==> config.mk <==
export PLATFORM = sky130hd
export DESIGN_NAME = dynamic_loss_scaler_unit
export DESIGN_NICKNAME = d
export VERILOG_FILES = /design/src/design/dls_pkg.sv /design/src/design/dynamic_loss_scaler_unit.sv
export SDC_FILE = /design/constraint.sdc
export NUM_CORES = 2
export LEC_CHECK = 0
export BUFFER_PORTS_ARGS = -buffer_cell sky130_fd_sc_hd__buf_4
export CORE_ASPECT_RATIO = 1.1
export CORE_UTILIZATION = 57
export CTS_CLUSTER_SIZE = 14
export DETAILED_ROUTE_END_ITERATION = 6
export HOLD_SLACK_MARGIN = 0.06
export PLACE_DENSITY = 0.82
export SYNTH_ARGS = -nofsm -noshare
export SYNTH_HDL_FRONTEND = slang
export SYNTH_SLANG_ARGS = --single-unit
export TNS_END_PERCENT = 20
==> constraint.sdc <==
create_clock -name clk -period 7.6 [get_ports clk]
set_input_delay 0.38 -clock clk [delete_from_list [all_inputs] [get_ports clk]]
set_output_delay 0.38 -clock clk [all_outputs]
set_load 0.05 [all_outputs]
==> src/design/dls_pkg.sv <==
package dls_pkg;

	// Loss scale bounds in unsigned Q17.8: 1.0 and 65536.0.
	localparam int unsigned ScaleW = 25;
	localparam logic [ScaleW-1:0] SCALE_MIN = 25'd256;
	localparam logic [ScaleW-1:0] SCALE_MAX = 25'd16777216;

	localparam int unsigned FactorW = 16;
	localparam int unsigned IntervalW = 16;
	localparam int unsigned LimitW = 31;
	localparam int unsigned CountW = 17;
	localparam int unsigned TotalW = 32;

	localparam logic [CountW-1:0] COUNT_MAX = '1;
	localparam logic [TotalW-1:0] TOTAL_MAX = '1;
	// Good-step count never passes the largest interval plus one.
	localparam logic [CountW-1:0] GOOD_BOUND = 17'd65536;

	localparam int unsigned CfgIndexW = 3;
	localparam int unsigned CfgDataW = 31;
	localparam int unsigned SDataW = 40;
	localparam int unsigned MDataW = 80;

	// Field positions of the outgoing tdata word.
	localparam int unsigned M_FOUND_LSB = 0;
	localparam int unsigned M_SCALE_LSB = 1;
	localparam int unsigned M_TOTAL_LSB = 26;
	localparam int unsigned M_GOOD_LSB = 58;

	// Reset values of the configuration registers.
	localparam logic [ScaleW-1:0] INIT_SCALE_RST = 25'd16777216;
	localparam logic [FactorW-1:0] FACTOR_RST = 16'd512;
	localparam logic [IntervalW-1:0] INTERVAL_RST = 16'd2000;
	localparam logic [LimitW-1:0] LIMIT_RST = 31'd1176256512;

	typedef enum logic [1:0] {
		ACT_ELEMENT = 2'd0,
		ACT_UPDATE  = 2'd1,
		ACT_RESTART = 2'd2
	} action_t;

	typedef enum logic [CfgIndexW-1:0] {
		REG_ENABLED  = 3'd0,
		REG_DYNAMIC  = 3'd1,
		REG_INIT     = 3'd2,
		REG_FACTOR   = 3'd3,
		REG_INTERVAL = 3'd4,
		REG_LIMIT    = 3'd5
	} reg_index_t;

	typedef struct packed {
		logic [CountW-1:0] good_steps;
		logic [TotalW-1:0] overflow_total;
		logic [ScaleW-1:0] scale_value;
		logic              overflow_found;
	} result_t;

	// Clamps a widened scale into the legal Q17.8 range.
	function automatic logic [ScaleW-1:0] clamp_scale(input logic [32:0] s);
		logic [ScaleW-1:0] r;
		if (s < 33'(SCALE_MIN)) begin
			r = SCALE_MIN;
		end else if (s > 33'(SCALE_MAX)) begin
			r = SCALE_MAX;
		end else begin
			r = s[ScaleW-1:0];
		end
		return r;
	endfunction

endpackage

==> src/design/dynamic_loss_scaler_unit.sv <==
// A request is captured in the input register stage; its result is then registered in
// the output register, or in the skid while that waits. Throughput: one request per
// cycle while the skid is empty; the loss-scale recurrence (one 25 x 16 multiply, a
// shift and a clamp) closes combinationally on the state registers.
// Reset: arst_n low clears the pipeline and loads scale 65536.0, zero counts and the
// documented configuration defaults at once; no clearing pass is needed.
module dynamic_loss_scaler_unit (
	input  logic                              clk,
	input  logic                              arst_n,
	// Configuration write port: register index and data, no read-back.
	input  logic                              cfg_wr_en,
	input  logic [dls_pkg::CfgIndexW-1:0]     cfg_index,
	input  logic [dls_pkg::CfgDataW-1:0]      cfg_data,
	// Request stream.
	input  logic                              s_tvalid,
	output logic                              s_tready,
	// s_tdata: grad_bits [31:0], overflow_flag [32], zero fill [39:33]
	input  logic [dls_pkg::SDataW-1:0]        s_tdata,
	// s_tuser: action [1:0]
	input  logic [1:0]                        s_tuser,
	input  logic                              s_tlast,
	// Result stream.
	output logic                              m_tvalid,
	input  logic                              m_tready,
	// m_tdata: overflow_found [0], scale_value [25:1], overflow_total [57:26],
	//          good_steps [74:58], zero fill [79:75]
	output logic [dls_pkg::MDataW-1:0]        m_tdata,
	output logic                              m_tlast
);

	// Configuration registers.
	logic                            enabled_q;
	logic                            dynamic_q;
	logic [dls_pkg::ScaleW-1:0]      init_scale_q;
	logic [dls_pkg::FactorW-1:0]     factor_q;
	logic [dls_pkg::IntervalW-1:0]   interval_q;
	logic [dls_pkg::LimitW-1:0]      limit_q;

	// Scaler state.
	logic [dls_pkg::ScaleW-1:0]      scale_q;
	logic [dls_pkg::CountW-1:0]      good_q;
	logic                            seen_q;
	logic                            found_q;
	logic [dls_pkg::TotalW-1:0]      total_q;

	// Input register stage.
	logic                            valid_s1;
	dls_pkg::action_t                action_s1;
	logic [31:0]                     grad_s1;
	logic                            last_s1;
	logic                            ovf_s1;

	// Output register and skid stage.
	logic                            out_valid_q;
	dls_pkg::result_t                out_res_q;
	logic                            out_last_q;
	logic                            skid_valid_q;
	dls_pkg::result_t                skid_res_q;
	logic                            skid_last_q;

	// Next-state logic.
	logic                            advance;
	logic                            out_take;
	logic                            out_free;
	logic                            bad;
	logic [40:0]                     product;
	logic [32:0]                     scale_wide;
	logic [dls_pkg::CountW-1:0]      good_inc;
	logic [dls_pkg::ScaleW-1:0]      scale_n;
	logic [dls_pkg::CountW-1:0]      good_n;
	logic                            seen_n;
	logic                            found_n;
	logic [dls_pkg::TotalW-1:0]      total_n;
	logic                            done_n;
	dls_pkg::result_t                res_n;

	// The stage advances whenever the skid register is empty: the result then lands
	// either in the output register or, if that one is still waiting, in the skid.
	assign advance  = valid_s1 && !skid_valid_q;
	assign s_tready = !valid_s1 || !skid_valid_q;
	assign out_take = out_valid_q && m_tready;
	assign out_free = !out_valid_q || m_tready;

	always_ff @(posedge clk or negedge arst_n) begin
		if (!arst_n) begin
			enabled_q    <= 1'b1;
			dynamic_q    <= 1'b1;
			init_scale_q <= dls_pkg::INIT_SCALE_RST;
			factor_q     <= dls_pkg::FACTOR_RST;
			interval_q   <= dls_pkg::INTERVAL_RST;
			limit_q      <= dls_pkg::LIMIT_RST;
		end else if (cfg_wr_en) begin
			unique case (dls_pkg::reg_index_t'(cfg_index))
				dls_pkg::REG_ENABLED:  enabled_q    <= cfg_data[0];
				dls_pkg::REG_DYNAMIC:  dynamic_q    <= cfg_data[0];
				dls_pkg::REG_INIT:     init_scale_q <= cfg_data[dls_pkg::ScaleW-1:0];
				dls_pkg::REG_FACTOR:   factor_q     <= cfg_data[dls_pkg::FactorW-1:0];
				dls_pkg::REG_INTERVAL: interval_q   <= cfg_data[dls_pkg::IntervalW-1:0];
				dls_pkg::REG_LIMIT:    limit_q      <= cfg_data[dls_pkg::LimitW-1:0];
				default: ;
			endcase
		end
	end

	// Input register: captured on every accepted request.
	always_ff @(posedge clk or negedge arst_n) begin
		if (!arst_n) begin
			valid_s1 <= 1'b0;
		end else if (s_tready) begin
			valid_s1 <= s_tvalid;
		end
	end

	always_ff @(posedge clk) begin
		if (s_tready && s_tvalid) begin
			action_s1 <= dls_pkg::action_t'(s_tuser);
			grad_s1   <= s_tdata[31:0];
			ovf_s1    <= s_tdata[32];
			last_s1   <= s_tlast;
		end
	end

	// An element overflows when its exponent is all ones or its magnitude exceeds
	// the limit.
	assign bad = (&grad_s1[30:23]) || (grad_s1[30:0] > limit_q);

	// Growth product, Q17.8 times Q8.8, truncated back to Q17.8.
	assign product = 41'(scale_q) * 41'(factor_q);

	always_comb begin
		scale_n    = scale_q;
		good_n     = good_q;
		seen_n     = seen_q;
		found_n    = found_q;
		total_n    = total_q;
		done_n     = 1'b0;
		scale_wide = 33'(scale_q);
		good_inc   = (good_q != dls_pkg::COUNT_MAX) ? good_q + 17'd1 : good_q;
		case (action_s1)
			dls_pkg::ACT_ELEMENT: begin
				done_n = last_s1;
				if (enabled_q) begin
					// Only the first overflow of a check is counted.
					if (bad && !seen_q) begin
						seen_n  = 1'b1;
						found_n = 1'b1;
						if (total_q != dls_pkg::TOTAL_MAX) begin
							total_n = total_q + 32'd1;
						end
					end
					// The verdict settles on the last element of the check.
					if (last_s1) begin
						if (!seen_n) begin
							found_n = 1'b0;
						end
						seen_n = 1'b0;
					end
				end
			end
			dls_pkg::ACT_UPDATE: begin
				if (enabled_q && dynamic_q) begin
					if (ovf_s1) begin
						scale_wide = 33'(scale_q >> 1);
						good_n     = '0;
					end else if (good_inc > 17'(interval_q)) begin
						scale_wide = product[40:8];
						good_n     = '0;
					end else begin
						good_n = good_inc;
					end
					scale_n = dls_pkg::clamp_scale(scale_wide);
				end
			end
			dls_pkg::ACT_RESTART: begin
				scale_n = dls_pkg::clamp_scale(33'(init_scale_q));
				good_n  = '0;
				seen_n  = 1'b0;
				found_n = 1'b0;
				total_n = '0;
			end
			default: ;
		endcase
		res_n.overflow_found = found_n;
		res_n.scale_value    = scale_n;
		res_n.overflow_total = total_n;
		res_n.good_steps     = good_n;
	end

	always_ff @(posedge clk or negedge arst_n) begin
		if (!arst_n) begin
			scale_q <= dls_pkg::SCALE_MAX;
			good_q  <= '0;
			seen_q  <= 1'b0;
			found_q <= 1'b0;
			total_q <= '0;
		end else if (advance) begin
			scale_q <= scale_n;
			good_q  <= good_n;
			seen_q  <= seen_n;
			found_q <= found_n;
			total_q <= total_n;
		end
	end

	// Output register with a skid behind it. The skid only fills when a new result
	// arrives while the output register still waits, and it drains first.
	always_ff @(posedge clk or negedge arst_n) begin
		if (!arst_n) begin
			out_valid_q  <= 1'b0;
			skid_valid_q <= 1'b0;
		end else begin
			if (out_free) begin
				out_valid_q <= skid_valid_q || advance;
			end
			if (skid_valid_q && out_free) begin
				skid_valid_q <= 1'b0;
			end else if (advance && out_valid_q && !out_take) begin
				skid_valid_q <= 1'b1;
			end
		end
	end

	always_ff @(posedge clk) begin
		if (out_free) begin
			if (skid_valid_q) begin
				out_res_q  <= skid_res_q;
				out_last_q <= skid_last_q;
			end else if (advance) begin
				out_res_q  <= res_n;
				out_last_q <= done_n;
			end
		end
		if (advance && out_valid_q && !out_take) begin
			skid_res_q  <= res_n;
			skid_last_q <= done_n;
		end
	end

	assign m_tvalid = out_valid_q;
	assign m_tlast  = out_last_q;
	assign m_tdata  = {5'd0, out_res_q.good_steps, out_res_q.overflow_total,
		out_res_q.scale_value, out_res_q.overflow_found};

endmodule

# --- Yosys cells after proc, flatten, opt, wreduce, memory -nomap -nowiden ---
# Cells that the tools add are included.
# Widths: inputs -> output; s select.
op_classes:
  eq_ne: 10
  multipliers: 1
  muxes: 37
  magnitude_cmp: 6
  reduce_logical: 31
  addsub: 2
op_table:
  columns: ["operator", "n"]
  rows:
  - ["$mux 75", 2]
  - ["$mux 33", 4]
  - ["$mux 25", 5]
  - ["$mux 32", 3]
  - ["$mux 17", 4]
  - ["$pmux 32 s2", 1]
  - ["$pmux 25 s2", 1]
  - ["$mul 25x16->41", 1]
  - ["$pmux 17 s2", 1]
  - ["$gt 33x25->1 const B", 1]
  - ["$lt 33x9->1 const B", 1]
  - ["$add 32x1->32 const B", 1]
  - ["$ne 32x32->1 const B", 1]
  - ["$gt 31x31->1", 1]
  - ["$gt 25x25->1 const B", 1]
  - ["$lt 25x9->1 const B", 1]
  - ["$add 17x1->17 const B", 1]
  - ["$gt 17x16->1", 1]
  - ["$ne 17x17->1 const B", 1]
  - ["$mux 1", 14]
  - ["$reduce_and 2->1", 7]
  - ["$logic_and 1x1->1", 8]
  - ["$reduce_and 8->1", 1]
  - ["$eq 3x2->1 const B", 2]
  - ["other kinds (12)", 23]
word_totals:
  wordCells: 115
  out_inout_bits: 83
  register_bits: 356
  inputBits: 82

# --- Longest topological paths before layout ---
logic_depth:
  ltp_word: 14
  depth_mapped: 30
  depth_no_buf: 26

# --- Worst setup path before layout ---
# No wires, ideal clock.
synth_path:
  path_kind: "register to register"
  from: "reg factor_q[9] (netlist bit)"
  to: "reg out_res_q (netlist bit m_tdata[2]) (data pin)"
  setup_slack_ns: -0.022
  setup_ns: 0.256
  t_required_ns: 7.344
  path_buffers: 3
  period_less_slack_ns: 7.622
  arrival_ns: 7.366
  stages_incl_launch_ff: 29
  path_cell_list: "dfstp_2 -> clkbuf_1 -> clkbuf_1 -> nand2_1 -> fa_1 -> inv_1 -> fa_1 -> inv_1 -> fa_1 -> inv_1 -> fa_1 -> fa_1 -> inv_1 -> fa_1 -> inv_1 -> ha_1 -> buf_2 -> a21oi_2 -> o21ai_1 -> a221oi_2 -> a31oi_1 -> or3_1 -> nand3_1 -> a32oi_1 -> or4b_1 -> or3_4 -> nand2_1 -> o21ai_1 -> a31o_2"
synth_between:
  elab_chain_cells: 12
  word_cells_on_any_way: 13
  cone_classes: "mul: 1; order compare: 2; mux: 10"
synth_rtl:
  columns: ["element", "line_no", "text"]
  rows:
  - ["from (decl)", "dynamic_loss_scaler_unit.sv:35", "logic [dls_pkg::FactorW-1:0] factor_q;"]
  - ["from (signal assigned)", "dynamic_loss_scaler_unit.sv:89", "factor_q <= dls_pkg::FACTOR_RST;"]
  - ["from (signal assigned)", "dynamic_loss_scaler_unit.sv:97", "dls_pkg::REG_FACTOR: factor_q <= cfg_data[dls_pkg::FactorW-1:0];"]
  - ["$mul 25x16->41 *", "dynamic_loss_scaler_unit.sv:128", "assign product = 41'(scale_q) * 41'(factor_q);"]
  - ["$mux 33 *", "dynamic_loss_scaler_unit.sv:165", "end else if (good_inc > 17'(interval_q)) begin"]
  - ["$mux 33 *", "dynamic_loss_scaler_unit.sv:162", "if (ovf_s1) begin"]
  - ["$mux 33 *", "dynamic_loss_scaler_unit.sv:161", "if (enabled_q && dynamic_q) begin"]
  - ["$mux 33 *", "dynamic_loss_scaler_unit.sv:139", "case (action_s1)"]
  - ["$gt 33x25->1", "dls_pkg.sv:63", "end else if (s > 33'(SCALE_MAX)) begin"]
  - ["$mux 25", "dls_pkg.sv:63", null]
  - ["$mux 25 *", "dls_pkg.sv:61", "if (s < 33'(SCALE_MIN)) begin"]
  - ["$mux 25 *", "dynamic_loss_scaler_unit.sv:161", null]
  - ["$pmux 25 s2 *", "dynamic_loss_scaler_unit.sv:139", null]
  - ["$mux 75 *", "dynamic_loss_scaler_unit.sv:228", "end else if (advance) begin"]
  - ["$mux 75 *", "dynamic_loss_scaler_unit.sv:225", "if (skid_valid_q) begin"]
  - ["to (signal assigned)", "dynamic_loss_scaler_unit.sv:226", "out_res_q <= skid_res_q;"]
  - ["to (signal assigned)", "dynamic_loss_scaler_unit.sv:229", "out_res_q <= res_n;"]
  - ["to (decl)", "dynamic_loss_scaler_unit.sv:55", "dls_pkg::result_t out_res_q;"]
# Mark *: on every way between the ends. The rest lies on a longest branch, timed or not. The select of a mux whose other input is x is not followed.
# A chain may end at the register's enable or synchronous reset.

# --- Worst setup path in the final report ---
layout_path:
  from: "reg scale_q[14] (netlist bit)"
  to: "reg out_res_q (netlist bit m_tdata[23]) (data pin)"
layout_between:
  elab_chain_cells: 12
  word_cells_on_any_way: 13
  cone_classes: "mul: 1; order compare: 2; mux: 10"
layout_rtl:
  columns: ["element", "line_no", "text"]
  rows:
  - ["from (decl)", "dynamic_loss_scaler_unit.sv:40", "logic [dls_pkg::ScaleW-1:0] scale_q;"]
  - ["from (signal assigned)", "dynamic_loss_scaler_unit.sv:191", "scale_q <= dls_pkg::SCALE_MAX;"]
  - ["from (signal assigned)", "dynamic_loss_scaler_unit.sv:197", "scale_q <= scale_n;"]
  - ["$mul 25x16->41", "dynamic_loss_scaler_unit.sv:128", null]
  - ["$mux 33", "dynamic_loss_scaler_unit.sv:165", null]
  - ["$mux 33 *", "dynamic_loss_scaler_unit.sv:162", null]
  - ["$mux 33 *", "dynamic_loss_scaler_unit.sv:161", null]
  - ["$mux 33 *", "dynamic_loss_scaler_unit.sv:139", null]
  - ["$gt 33x25->1", "dls_pkg.sv:63", null]
  - ["$mux 25", "dls_pkg.sv:63", null]
  - ["$mux 25 *", "dls_pkg.sv:61", null]
  - ["$mux 25 *", "dynamic_loss_scaler_unit.sv:161", null]
  - ["$pmux 25 s2 *", "dynamic_loss_scaler_unit.sv:139", null]
  - ["named net scale_n (one bit)", "dynamic_loss_scaler_unit.sv:69", "logic [dls_pkg::ScaleW-1:0] scale_n;"]
  - ["$mux 75 *", "dynamic_loss_scaler_unit.sv:228", null]
  - ["$mux 75 *", "dynamic_loss_scaler_unit.sv:225", null]
# The timed path passes the listed nets; every way through them passes the cells marked *. The select of a mux whose other input is x is not followed.

==> run metrics <==
Die Footprint=55500 sq um; register area share after synthesis=0.317; WHS Path Cells=2; worst reg2reg path startpoint=scale_q[14]; worst reg-to-reg setup slack=-0.17 ns; aggregate global routing overflow=0; DR vias=25400; global-route wire length before repair=140000 microns; unrepaired setup endpoints after global routing=true; Fin. Hold Viols=0; Post-synth EDFFs=187; Crit path required time=7.89 ns; Fin Hold WS=0.0870 ns; gp weighted congestion=0.980; Total GRT Usage=0.323; minimum clock period=7.77 ns; fin util=0.693; Worst-Margin Slew=1.23 ns; crit path max fanout=7; Synth area leader=fa_1; Die Ht=247 microns; vias in the first global route=25900; Via density=6.02; wire per inst=21.3 microns; Mean Syn Cell Area=9.88 sq um; post-synth top area share=0.205; synth top area cells=fa_1 (21%), edfxtp_1 (18%), dfrtp_1 (12%); I/O Pins=165; crit path kind=flop to flop; Synth warnings=0; DRC Markers=3; drt total wl=90200 microns; maximum buffer depth of the clock tree=3; Final TNS setup=-2.00 ns; Detailed Routing Iterations Pass 1=7; status=complete, but fails checks; ant diodes=0; failing checks=design-rule violations, negative setup slack; crit path max-delay cell type=or4_4; crit path DAT=8.06 ns; Mapped Cells=3149; Inserted Clock Buffers=34; Worst slew margin=0.180; Worst R2R End=m_tdata[23]; area of the core=53800 sq um; CTS root buffer=clkbuf_16; clk slew on worst S/H paths=0.07 ns; worst skew pair latency=0.54 ns; CTS sink count=356; worst setup margin=-0.167 ns; NumNets Final=4035; min-delay src=cfg_data[26]; Synth Flop Type=edfxtp_1; dpl hpwl=63700 microns; port buffer count=151; hold path endpoint=limit_q[26]; crit-path most repeated cell=fa_1; initial core utilization=0.578; highest clock rate=129 MHz; FFs w/ async S/R, synth=0.475; Final Skew=0.0220 ns; antenna violations before repair=3; Setup violations, final=30; Seq cells post-synth=356; Syn-to-layout area delta=19.8%; initial DRC count=2398; Detail Route Antenna Nets=0; Final Max Slew Viols=0; Die Wd=225 microns; Fillers=3671; area of the mapped netlist=31100 sq um; Reg2Reg Depth=26; crit share post-route=1.02; clock tree from TritonCTS=built; max-cap viol count=0; Worst path max stage delay=0.59 ns; layout cells sized above 1=0.239; Min-Delay Path Class=primary input to flop; CP endpoint kind=flop; largest net degree at the start of global routing=78; Synth cell types=97; startpoint types=flop; CP Buf/Inv Count=6; Row Count=89; CTS H-tree lvls=2; CP top delay family=adder cells
## synthesized netlist by cell type, types with 33 or more instances
library cell and number:
nand3_1 53, a21oi_1 98, mux2_2 144, inv_1 428
nand2_1 455, ha_1 162, fa_1 319, nand4_1 46
a21o_1 33, o21ai_0 109, edfxtp_1 187, and2_1 198
dfrtp_1 151, nor2_1 85, clkbuf_1 150, o31ai_1 36
## cell usage in the layout (no fill, tap or decap), types with 18 or more instances in the layout
| cell | count |
|---|---|
| edfxtp_1 | 187 |
| dfrtp_1 | 139 |
| inv_1 | 406 |
| nand4_1 | 46 |
| a21o_1 | 33 |
| dlygate4sd3_1 | 37 |
| fa_1 | 312 |
| buf_12 | 31 |
| dfstp_2 | 18 |
| nand3_1 | 50 |
| o22a_1 | 19 |
| inv_2 | 22 |
| buf_4 | 397 |
| a21oi_1 | 88 |
| o31ai_1 | 33 |
| ha_1 | 145 |
| and3_1 | 26 |
| mux2i_1 | 23 |
| o21ai_0 | 99 |
| nor3_1 | 18 |
| nor4_1 | 18 |
| clkbuf_16 | 40 |
| xnor2_1 | 18 |
| and2_1 | 189 |
| mux2_2 | 143 |
| nand2_1 | 445 |
| nor2_1 | 82 |
## registers in the layout, summed over array words and instances (netlist names), 2 cells and up
register      count
action_s1         2
factor_q         16
good_q           17
grad_s1          31
init_scale_q     25
interval_q       16
limit_q          31
m_tdata          75
scale_q          25
skid_res_q       75
total_q          32
## layer usage
metal | vias up | GRT usage | wire length (microns)
met3 | 334 | 0.0461 | 7300
met1 | 12600 | 0.410 | 33600
met5 | - | 0 | 26
met4 | 4 | 0.158 | 5280
met2 | 1321 | 0.544 | 43900
li1 | 11200 | - | -
## how the worst max path moves through the flow
| stage | end | depth (start not counted) | startpoint | slack [ns] |
|---|---|---|---|---|
| after floorplan | m_tdata[2] | 26 | factor_q[9] | 0.008 |
| after global placement | m_tdata[23] | 26 | factor_q[9] | -0.16 |
| after detailed placement | m_tdata[23] | 25 | scale_q[18] | -0.23 |
| after CTS | scale_q[16] | 30 | factor_q[9] | -0.01 |
| after global routing | scale_q[17] | 26 | factor_q[6] | -0.37 |
| final | m_tdata[23] | 26 | scale_q[14] | -0.17 |
## area by class of cell
cell class / count / area, sq um / share of cell area
Sequential cell: 356 / 9880 / 0.265
Tap cell: 728 / 911 / 0.0244
Inverter: 430 / 1620 / 0.0433
Timing Repair Buffer: 481 / 4240 / 0.114
Clock buffer: 50 / 952 / 0.0255
Clock inverter: 12 / 130 / 0.00349
Multi-Input combinational cell: 2169 / 19500 / 0.524
## repair_timing
item / 4_1_cts / 5_1_grt
cloned: 1 / 7
hold endpoints to repair: 75 / 0
endpoints found under the setup margin: 50 / 75
gates resized for setup: 55 / 123
buffers inserted: 16 / 23
hold buffers: 37 / 0
pin swaps: 51 / 49
## stage by stage
| step | cell area, sq um | std cells | setup slack, ns |
|---|---|---|---|
| after floorplan | 31100 | 3153 | 0.00769 |
| final | 37300 | 4226 | -0.167 |
| after detailed placement | 34600 | 4080 | -0.229 |
| after CTS | 36500 | 4196 | -0.00999 |
| after global placement | 34600 | 4080 | -0.163 |
| after global routing | 37300 | 4226 | -0.375 |
## cells by family after synthesis
| family | synth area share |
|---|---|
| AO/OA/AOI/OAI | 0.111 |
| XOR/XNOR | 0.00929 |
| adder cells (fa/ha/maj) | 0.270 |
| buffers and inverters | 0.0779 |
| flip-flops | 0.317 |
| multiplexers | 0.0595 |
| other | 0.000121 |
| AND/OR/NAND/NOR | 0.155 |
## worst register-to-register path: cells and delay by family (launching register included)
kind                       cells  cell delay [ns]
adders and majority gates      7             3.39
DFF                            1             0.48
and+or+nand+nor                6             1.49
muxes                          1             0.30
AOI/OAI and AO/OA              6             1.28
buffers and inverters          6             0.55
Power is not shown: default switching activity piles up to over one toggle a cycle in this logic, so the estimate is an artifact.
